<file path="src/hw/rtl/gusc_pkg.sv">
package gusc_pkg;

    localparam logic [7:0] UTF_LEAD_MIN  = 8'h80;
    localparam logic [7:0] UTF_LEAD6_LO  = 8'hFC;
    localparam logic [7:0] UTF_LEAD6_HI  = 8'hFD;
    localparam logic [7:0] UTF_LEAD5_MIN = 8'hF8;
    localparam logic [7:0] UTF_LEAD4_MIN = 8'hF0;
    localparam logic [7:0] UTF_LEAD3_MIN = 8'hE0;
    localparam logic [7:0] UTF_LEAD2_MIN = 8'hC0;
    localparam logic [7:0] UTF_CONT_MASK = 8'hC0;
    localparam logic [7:0] UTF_CONT_TAG  = 8'h80;
    localparam logic [7:0] GBK_LEAD_MIN  = 8'h81;
    localparam logic [7:0] GBK_BAD_BYTE  = 8'hFF;
    localparam logic [7:0] GBK_TRAIL_MIN = 8'h40;
    localparam logic [7:0] GBK_TRAIL_GAP = 8'h7F;

    typedef struct packed {
        logic [7:0] data_byte;
        logic       last_byte;
    } gusc_beat_t;

    typedef struct packed {
        logic is_gbk;
        logic utf8_valid;
        logic gbk_valid;
    } gusc_verdict_t;

    typedef struct packed {
        logic [2:0] utf_bytes_pending;
        logic       utf_failed;
        logic       all_ascii_so_far;
        logic       gbk_expect_trail;
        logic       gbk_failed;
        logic       gbk_pair_seen;
    } gusc_state_t;

    localparam gusc_state_t GUSC_STATE_RESET = '{
        utf_bytes_pending: 3'd0,
        utf_failed:        1'b0,
        all_ascii_so_far:  1'b1,
        gbk_expect_trail:  1'b0,
        gbk_failed:        1'b0,
        gbk_pair_seen:     1'b0
    };

endpackage

</file>
<file path="src/hw/rtl/gusc_byte_if.sv">
interface gusc_byte_if;
    logic       valid;
    logic       ready;
    logic [7:0] data_byte;
    logic       last_byte;

    modport source (output valid, output data_byte, output last_byte, input ready);
    modport sink   (input valid, input data_byte, input last_byte, output ready);
endinterface

</file>
<file path="src/hw/rtl/gusc_verdict_if.sv">
interface gusc_verdict_if;
    logic valid;
    logic ready;
    logic is_gbk;
    logic utf8_valid;
    logic gbk_valid;

    modport source (output valid, output is_gbk, output utf8_valid, output gbk_valid,
                    input ready);
    modport sink   (input valid, input is_gbk, input utf8_valid, input gbk_valid,
                    output ready);
endinterface

</file>
<file path="src/hw/rtl/gbk_vs_utf8_ssid_classifier.sv">
// channel   | dir | payload                          | beat rule
// ssid_in   | in  | data_byte[7:0], last_byte        | valid & ready
// result    | out | is_gbk, utf8_valid, gbk_valid    | valid & ready, one per SSID
//
// One byte per cycle sustained while no last byte waits on the result side.
// A byte sits in the input register, then one pass updates the check flags.
// The result register parts the two sides; ready drops only while a last byte
// waits behind an untaken result. Reset restores the start check flags and clears the valids.
module gbk_vs_utf8_ssid_classifier
    import gusc_pkg::*;
(
    input logic           clk,
    input logic           rst_n,
    gusc_byte_if.sink     ssid_in,
    gusc_verdict_if.source result
);

    logic          s1_valid_reg;
    logic          s1_valid_next;
    gusc_beat_t    s1_beat_reg;
    logic          out_valid_reg;
    logic          out_valid_next;
    gusc_verdict_t out_verdict_reg;
    gusc_verdict_t verdict;
    logic          out_free;
    logic          s1_adv;
    logic          in_fire;

    assign out_free = !out_valid_reg || result.ready;
    assign s1_adv   = s1_valid_reg && (!s1_beat_reg.last_byte || out_free);
    assign ssid_in.ready = !s1_valid_reg || s1_adv;
    assign in_fire  = ssid_in.valid && ssid_in.ready;

    gusc_engine u_engine (
        .clk     (clk),
        .rst_n   (rst_n),
        .advance (s1_adv),
        .beat    (s1_beat_reg),
        .verdict (verdict)
    );

    always_comb
    begin
        s1_valid_next = s1_valid_reg;
        if (in_fire)
            s1_valid_next = 1'b1;
        else if (s1_adv)
            s1_valid_next = 1'b0;

        out_valid_next = out_valid_reg;
        if (s1_adv && s1_beat_reg.last_byte)
            out_valid_next = 1'b1;
        else if (result.ready)
            out_valid_next = 1'b0;
    end

    always_ff @(posedge clk or negedge rst_n)
    begin
        if (!rst_n)
        begin
            s1_valid_reg  <= 1'b0;
            out_valid_reg <= 1'b0;
        end
        else
        begin
            s1_valid_reg  <= s1_valid_next;
            out_valid_reg <= out_valid_next;
        end
    end

    // hold payload unless a new beat lands
    always_ff @(posedge clk)
    begin
        if (in_fire)
        begin
            s1_beat_reg.data_byte <= ssid_in.data_byte;
            s1_beat_reg.last_byte <= ssid_in.last_byte;
        end
        if (s1_adv && s1_beat_reg.last_byte)
            out_verdict_reg <= verdict;
    end

    assign result.valid      = out_valid_reg;
    assign result.is_gbk     = out_verdict_reg.is_gbk;
    assign result.utf8_valid = out_verdict_reg.utf8_valid;
    assign result.gbk_valid  = out_verdict_reg.gbk_valid;

endmodule

</file>
<file path="src/hw/rtl/gusc_engine.sv">
module gusc_engine
    import gusc_pkg::*;
(
    input  logic          clk,
    input  logic          rst_n,
    input  logic          advance,
    input  gusc_beat_t    beat,
    output gusc_verdict_t verdict
);

    gusc_state_t st_reg;
    gusc_state_t upd;
    gusc_state_t st_next;
    logic [7:0]  b;
    logic        utf_ok;
    logic        gbk_ok;

    assign b = beat.data_byte;

    always_comb
    begin
        upd = st_reg;
        upd.all_ascii_so_far = st_reg.all_ascii_so_far & ~b[7];

        if (!st_reg.utf_failed)
        begin
            if (st_reg.utf_bytes_pending == 3'd0)
            begin
                priority if (b < UTF_LEAD_MIN)
                    upd.utf_bytes_pending = 3'd0;
                else if (b >= UTF_LEAD6_LO && b <= UTF_LEAD6_HI)
                    upd.utf_bytes_pending = 3'd5;
                else if (b >= UTF_LEAD5_MIN)
                    upd.utf_bytes_pending = 3'd4;
                else if (b >= UTF_LEAD4_MIN)
                    upd.utf_bytes_pending = 3'd3;
                else if (b >= UTF_LEAD3_MIN)
                    upd.utf_bytes_pending = 3'd2;
                else if (b >= UTF_LEAD2_MIN)
                    upd.utf_bytes_pending = 3'd1;
                else
                    upd.utf_failed = 1'b1;
            end
            else if ((b & UTF_CONT_MASK) != UTF_CONT_TAG)
            begin
                upd.utf_failed = 1'b1;
            end
            else
            begin
                upd.utf_bytes_pending = st_reg.utf_bytes_pending - 3'd1;
            end
        end

        if (!st_reg.gbk_failed)
        begin
            priority if (st_reg.gbk_expect_trail)
            begin
                upd.gbk_expect_trail = 1'b0;
                if (b >= GBK_TRAIL_MIN && b != GBK_BAD_BYTE && b != GBK_TRAIL_GAP)
                    upd.gbk_pair_seen = 1'b1;
                else
                    upd.gbk_failed = 1'b1;
            end
            else if (b >= GBK_LEAD_MIN && b != GBK_BAD_BYTE && !beat.last_byte)
                upd.gbk_expect_trail = 1'b1;
            else if (b >= UTF_LEAD_MIN)
                upd.gbk_failed = 1'b1;
            else
                upd.gbk_expect_trail = 1'b0;
        end
    end

    assign utf_ok = !upd.utf_failed && (upd.utf_bytes_pending == 3'd0)
                    && !upd.all_ascii_so_far;
    assign gbk_ok = !upd.gbk_failed && !upd.gbk_expect_trail && upd.gbk_pair_seen;

    assign verdict.is_gbk     = gbk_ok & ~utf_ok;
    assign verdict.utf8_valid = utf_ok;
    assign verdict.gbk_valid  = gbk_ok;

    always_comb
    begin
        st_next = st_reg;
        if (advance)
            st_next = beat.last_byte ? GUSC_STATE_RESET : upd;
    end

    always_ff @(posedge clk or negedge rst_n)
    begin
        if (!rst_n)
            st_reg <= GUSC_STATE_RESET;
        else
            st_reg <= st_next;
    end

endmodule

</file>
<file path="src/flat_wrapper.sv">
// flat-port wrapper written by rule: the top's interface ports become plain ports
module gbk_vs_utf8_ssid_classifier_flat import gusc_pkg::*;
  (clk, rst_n, ssid_in_valid, ssid_in_data_byte, ssid_in_last_byte, ssid_in_ready, result_valid, result_is_gbk, result_utf8_valid, result_gbk_valid, result_ready);
  gusc_byte_if ssid_in_i ();
  gusc_verdict_if result_i ();
  input logic clk;
  input logic rst_n;
  input wire logic [$bits(ssid_in_i.valid)-1:0] ssid_in_valid;
  input wire logic [$bits(ssid_in_i.data_byte)-1:0] ssid_in_data_byte;
  input wire logic [$bits(ssid_in_i.last_byte)-1:0] ssid_in_last_byte;
  output wire logic [$bits(ssid_in_i.ready)-1:0] ssid_in_ready;
  output wire logic [$bits(result_i.valid)-1:0] result_valid;
  output wire logic [$bits(result_i.is_gbk)-1:0] result_is_gbk;
  output wire logic [$bits(result_i.utf8_valid)-1:0] result_utf8_valid;
  output wire logic [$bits(result_i.gbk_valid)-1:0] result_gbk_valid;
  input wire logic [$bits(result_i.ready)-1:0] result_ready;
  assign ssid_in_i.valid = ssid_in_valid;
  assign ssid_in_i.data_byte = ssid_in_data_byte;
  assign ssid_in_i.last_byte = ssid_in_last_byte;
  assign ssid_in_ready = ssid_in_i.ready;
  assign result_valid = result_i.valid;
  assign result_is_gbk = result_i.is_gbk;
  assign result_utf8_valid = result_i.utf8_valid;
  assign result_gbk_valid = result_i.gbk_valid;
  assign result_i.ready = result_ready;
  gbk_vs_utf8_ssid_classifier u_core (.clk(clk), .rst_n(rst_n), .ssid_in(ssid_in_i), .result(result_i));
endmodule
</file>
<file path="config.mk">
export PLATFORM = sky130hd
export DESIGN_NAME = gbk_vs_utf8_ssid_classifier_flat
export DESIGN_NICKNAME = d
export VERILOG_FILES = /design/src/hw/rtl/gusc_pkg.sv /design/src/hw/rtl/gusc_byte_if.sv /design/src/hw/rtl/gusc_verdict_if.sv /design/src/hw/rtl/gbk_vs_utf8_ssid_classifier.sv /design/src/hw/rtl/gusc_engine.sv /design/src/flat_wrapper.sv
export SDC_FILE = /design/constraint.sdc
export NUM_CORES = 1
export LEC_CHECK = 0
export BUFFER_PORTS_ARGS = -buffer_cell sky130_fd_sc_hd__buf_2
export CORE_ASPECT_RATIO = 1.5
export CORE_MARGIN = 4
export CORE_UTILIZATION = 58
export CTS_BUF_LIST = sky130_fd_sc_hd__clkbuf_16
export DETAILED_ROUTE_END_ITERATION = 8
export GPL_TIMING_DRIVEN = 1
export MAX_ROUTING_LAYER = met4
export PLACE_DENSITY = 0.78
export SETUP_SLACK_MARGIN = 0.15
export SYNTH_ARGS = -nofsm -noshare
export SYNTH_HDL_FRONTEND = slang
export SYNTH_SLANG_ARGS = --single-unit
</file>
<file path="constraint.sdc">
create_clock -name clk -period 6.05 [get_ports clk]
set_clock_uncertainty 0.2 [all_clocks]
set_input_delay 0.3025 -clock clk [delete_from_list [all_inputs] [get_ports clk]]
set_output_delay 0.3025 -clock clk [all_outputs]
set_load 0.1 [all_outputs]
</file>
Word-level counts from Yosys, hierarchy flattened
Index checks and enable logic that the tools add are counted. Widths: inputs -> output; s select.

Bits in registers: 22.

$add $sub $neg: 1. Eq/ne operators: 3. Bitwise logic cells: 4. Reduce and logical (&&, ||, !) cells: 26. Order comparisons: 10. Mux-type cells: 29.

Operators with widths (count): $ge 8x8->1 const B (7); $mux 3 (8); $mux 1 (17); $logic_and 1x1->1 (12); $ge 8x7->1 const B (1); $le 8x8->1 const B (1); $lt 8x8->1 const B (1); $mux 4 (2); $mux 8 (1); $ne 8x7->1 const B (1); $ne 8x8->1 const B (1); $logic_not 1->1 (7); $logic_not 3->1 (2); $reduce_bool 2->1 (2); $logic_or 1x1->1 (3); $sub 3x1->3 const B (1); $and 1x1->1 (2); $mux 2 (1); $ne 2x2->1 const B (1); $not 1->1 (2).

Depth between registers and ports, before layout
Word-level depth: 14. Gate-level depth with buffers: 8. Gate-level depth less buffers: 7.

Hierarchy
Synthesis repeated with hierarchy kept, for this count alone.

Cells, all modules: 100. Area total of the unflattened synthesis: 1142.3 um^2.

Modules (own cells, without submodules): gusc_engine (instances 1, cells an instance 78, area an instance 664.4 um^2); gbk_vs_utf8_ssid_classifier (instances 1, cells an instance 22, area an instance 478.0 um^2).

Least setup slack after synthesis
OpenSTA, ideal clock, no wires.

Kind: reg-to-reg. Start: reg u_core.out_valid_reg, in the netlist u_core.result.valid. End: reg u_core.s1_beat_reg[0] (netlist bit), enable pin. Path slack: 2838 ps. Path buffers: 0. Clock period less this slack: 3212 ps. Stages on the path, launching flop included: 3. Arrival time: 2724 ps. Cell sequence: dfrtp_1 > nand4_1 > and2_1.

Longest elaborated chain between the ends: 6.

Ends and longest elaborated chain: start, declared (line gbk_vs_utf8_ssid_classifier.sv:21) `logic out_valid_reg;`; start signal, assigned (line gbk_vs_utf8_ssid_classifier.sv:67) `out_valid_reg <= out_valid_next;`; $logic_not 1->1 (line gbk_vs_utf8_ssid_classifier.sv:29) `assign out_free = !out_valid_reg || result.ready;`; $logic_or 1x1->1 (line gbk_vs_utf8_ssid_classifier.sv:29); $logic_or 1x1->1 (line gbk_vs_utf8_ssid_classifier.sv:30) `assign s1_adv = s1_valid_reg && (!s1_beat_reg.last_byte || out_free);`; $logic_and 1x1->1 (line gbk_vs_utf8_ssid_classifier.sv:30); $logic_or 1x1->1 (line gbk_vs_utf8_ssid_classifier.sv:31) `assign ssid_in.ready = !s1_valid_reg || s1_adv;`; net ssid_in_ready (line flat_wrapper.sv:11) `output wire logic [$bits(ssid_in_i.ready)-1:0] ssid_in_ready;`; $logic_and 1x1->1 (line gbk_vs_utf8_ssid_classifier.sv:32) `assign in_fire = ssid_in.valid && ssid_in.ready;`; net u_core.in_fire (line gbk_vs_utf8_ssid_classifier.sv:27) `logic in_fire;`; end, declared (line gbk_vs_utf8_ssid_classifier.sv:20) `gusc_beat_t s1_beat_reg;`.

The timed path passes the listed nets, and every way through them passes these cells. A chain may end at the register's enable or synchronous reset.

==> run metrics <==
Post-Syn Area 1130 µm²; simple-gate share of the synthesized area 22.5%; reg2reg setup slack 3.70 ns; max-slew violation count 0; drt pass-1 iters 4; Worst Tran Pin Value 0.538 ns; core area 1850 µm²; Setup-failing EPs final 0; TritonCTS clock tree built; Worst slew margin 64.1%; total CTS buffers 3; via count 814; largest net degree at the start of global routing 13; PD cells 374 nW/µm²; Critical Path AT 2.13 ns; Post-CTS Setup Bufs 0; final hold violation count 0; CTS clk-pin slew, worst paths 0.06 ns; TritonCTS sink count 22; Post-Syn Nets 116; Setup crit end kind flip-flop; Avg Cell Area, Syn 11.2 µm²; r2r endpoint u_core.result.is_gbk; Starting Density 61.1%; Min-Delay Path Class primary input to flip-flop; Yosys reg bits 22; VDD IR max 0.233 mV; Synth Area in XOR/XNOR 1.55%; H-tree depth 1; residual DRC count 0; number of routed nets with antenna violations 0; Largest register FFs 9; Critical Path RT 5.83 ns; Worst-Skew Late Latency 0.25 ns; largest family of logic cells by synthesized area simple AND/OR/NAND/NOR gates; Hold Crit Start ssid_in_data_byte[7]; placer congestion estimate 0.862; cells after synthesis 101; I/O pin count 18; RSZ-0062 raised after global routing no; Final period util 38.8%; setup TNS 0 ns; most common cell after layout, fill and taps aside buf_2; share of post-route cells with drive strength above 1 23.9%; Hold WS 0.0278 ns; status completed; first-pass GRT wire length 3460 µm; vias per inst 5.90; die area 2740 µm²; chip width 44.1 µm; cell count of the worst reg-to-reg path 6; nature of the critical path startpoint flip-flop; CTS root buf clkbuf_16; total grt overflow 0; Iter 0 DRT Violations 23; Fmax 0.426 GHz; RR Startpoint u_core.u_engine.st_reg[6]; Routed WL 1910 µm; post-synthesis sequential area ratio 54.0%; Resize count post-CTS 0; Row Count 19; Port Buf Inserts 17; Netlist cell types 43; drt wl/cell 13.8 µm; Hold Path Depth 1; Critical Setup Path Class flip-flop to flip-flop; ANT cells 0; commonest cells after routing, fill and taps aside 17 x buf_2, 12 x edfxtp_1, 9 x nor2_1, 9 x dfrtp_1, 7 x nand2_1; antenna violations before repair 0; synth-to-layout area growth 14.5%; Filler Cell Count 138; Hold Crit Endpoint u_core.s1_beat_reg[8]; multiplexer share of the synthesized area 0%; synthesis warning total 0; post-DP HPWL 1480 µm; Final min period 2.35 ns; Max Cap Viol 0; leakage 0.526 nW; CTS Buffer Depth 2; CP max FO 8; GRT Total Usage 17.1%; vias in the first global route 838; Die Ht 62.1 µm; Final #Nets 133; Compound-Gate Fraction of Synth Area 15.2%; Adder-Cell Fraction of Synth Area 2.21%
-- area by class of cell --
| class | count | area [µm²] | area share, % |
|---|---|---|---|
| clock buffers | 3 | 75.1 | 5.79 |
| clock inverters | 1 | 3.75 | 0.289 |
| inverters | 4 | 15.0 | 1.16 |
| multi-input cells | 69 | 470 | 36.3 |
| flip-flops and latches | 22 | 612 | 47.2 |
| well taps | 21 | 26.3 | 2.03 |
| repair buffers | 18 | 95.1 | 7.33 |
-- timing repair --
item,CTS,global route
hold endpoints to repair,10,0
endpoints found under the setup margin,0,0
hold buffers,1,0
-- Yosys cell counts --
master | count | area share (%)
xnor2_1 | 2 | 1.5
nor2b_1 | 1 | 0.55
dfstp_2 | 1 | 2.3
nor2_1 | 9 | 3.0
and3b_1 | 1 | 0.77
nor4_1 | 2 | 1.1
nand4_1 | 2 | 1.1
o21ai_0 | 1 | 0.44
ha_1 | 2 | 2.2
nor3_1 | 1 | 0.44
nor4_2 | 1 | 1.1
o21a_1 | 1 | 0.66
and2_1 | 2 | 1.1
and4_1 | 1 | 0.77
nand2_1 | 7 | 2.3
a21oi_2 | 1 | 0.77
clkbuf_1 | 2 | 0.66
nand3_1 | 2 | 0.88
edfxtp_1 | 12 | 32
o21bai_1 | 2 | 1.3
or4_1 | 2 | 1.3
o41ai_1 | 1 | 0.77
buf_2 | 2 | 0.88
nor4b_2 | 1 | 1.3
a41oi_2 | 1 | 1.4
nand4b_1 | 1 | 0.77
nor4b_1 | 1 | 0.77
buf_6 | 1 | 0.99
a22oi_1 | 3 | 2.0
o211ai_1 | 1 | 0.66
a21o_1 | 2 | 1.3
dfrtp_1 | 9 | 20
and2b_1 | 1 | 0.66
o22ai_1 | 3 | 1.7
nand3_4 | 1 | 1.5
and2b_2 | 1 | 0.77
nand2b_1 | 3 | 1.7
o21ai_1 | 2 | 0.88
and3_1 | 1 | 0.55
buf_4 | 1 | 0.66
a21oi_1 | 5 | 2.2
inv_1 | 4 | 1.3
a211oi_2 | 1 | 1.1
-- worst max-delay path: stages (launching register included) --
cell	delay, ns
dfrtp_1	0.41
inv_1	0.13
ha_1	0.18
nor2b_1	0.46
o21bai_1	0.20
a211oi_2	0.35
a41oi_2	0.16
-- through the flow --
step	area [µm²]	utilization, %	power [W]	instances	setup WS, ns
2_1_floorplan	1130	-	0.000328	101	2.84
5_1_grt	1300	70.0	0.000517	138	3.48
3_3_place_gp	1210	65.2	0.000347	133	3.86
6_report	1300	70.0	0.000485	138	3.70
3_5_place_dp	1210	65.2	0.000352	133	3.73
4_1_cts	1300	70.0	0.000487	138	3.72
-- report_power, final --
group / switching (W) / internal (W) / leakage (nW)
clock network: 0.0000465 / 0.0000879 / 0.0385
registers: 0.0000249 / 0.000183 / 0.245
logic: 0.0000906 / 0.0000527 / 0.243
-- per-layer routing --
layer  global-route usage (%)  vias to the layer above  wire [µm]
li1                         -                      407          -
met1                     19.7                      380        780
met2                     26.1                       19        993
met3                     3.76                        8         75
met4                     10.6                        0         55
met5                        -                        -          0
-- worst max-delay path by stage --
stage	startpoint	endpoint	slack [ns]	cells past startpoint
after floorplan	u_core.result.valid	u_core.s1_beat_reg[0]	2.84	2
after global placement	u_core.u_engine.st_reg[6]	u_core.result.is_gbk	3.86	6
after detailed placement	u_core.u_engine.st_reg[5]	u_core.result.is_gbk	3.73	6
after CTS	u_core.u_engine.st_reg[5]	u_core.result.is_gbk	3.72	6
after global routing	u_core.u_engine.st_reg[5]	u_core.result.is_gbk	3.48	6
final	u_core.u_engine.st_reg[6]	u_core.result.is_gbk	3.70	6
-- logic make-up (layout without fill, tap and decap cells) --
logic type | Yosys count | count (layout)
AO/OA/AOI/OAI | 24 | 24
XOR/XNOR | 2 | 2
adder cells (fa/ha/maj) | 2 | 2
buffers and inverters | 10 | 26
flip-flops | 22 | 22
AND/OR/NAND/NOR | 41 | 41
No activity file was read; power rests on OpenSTA's default activity.
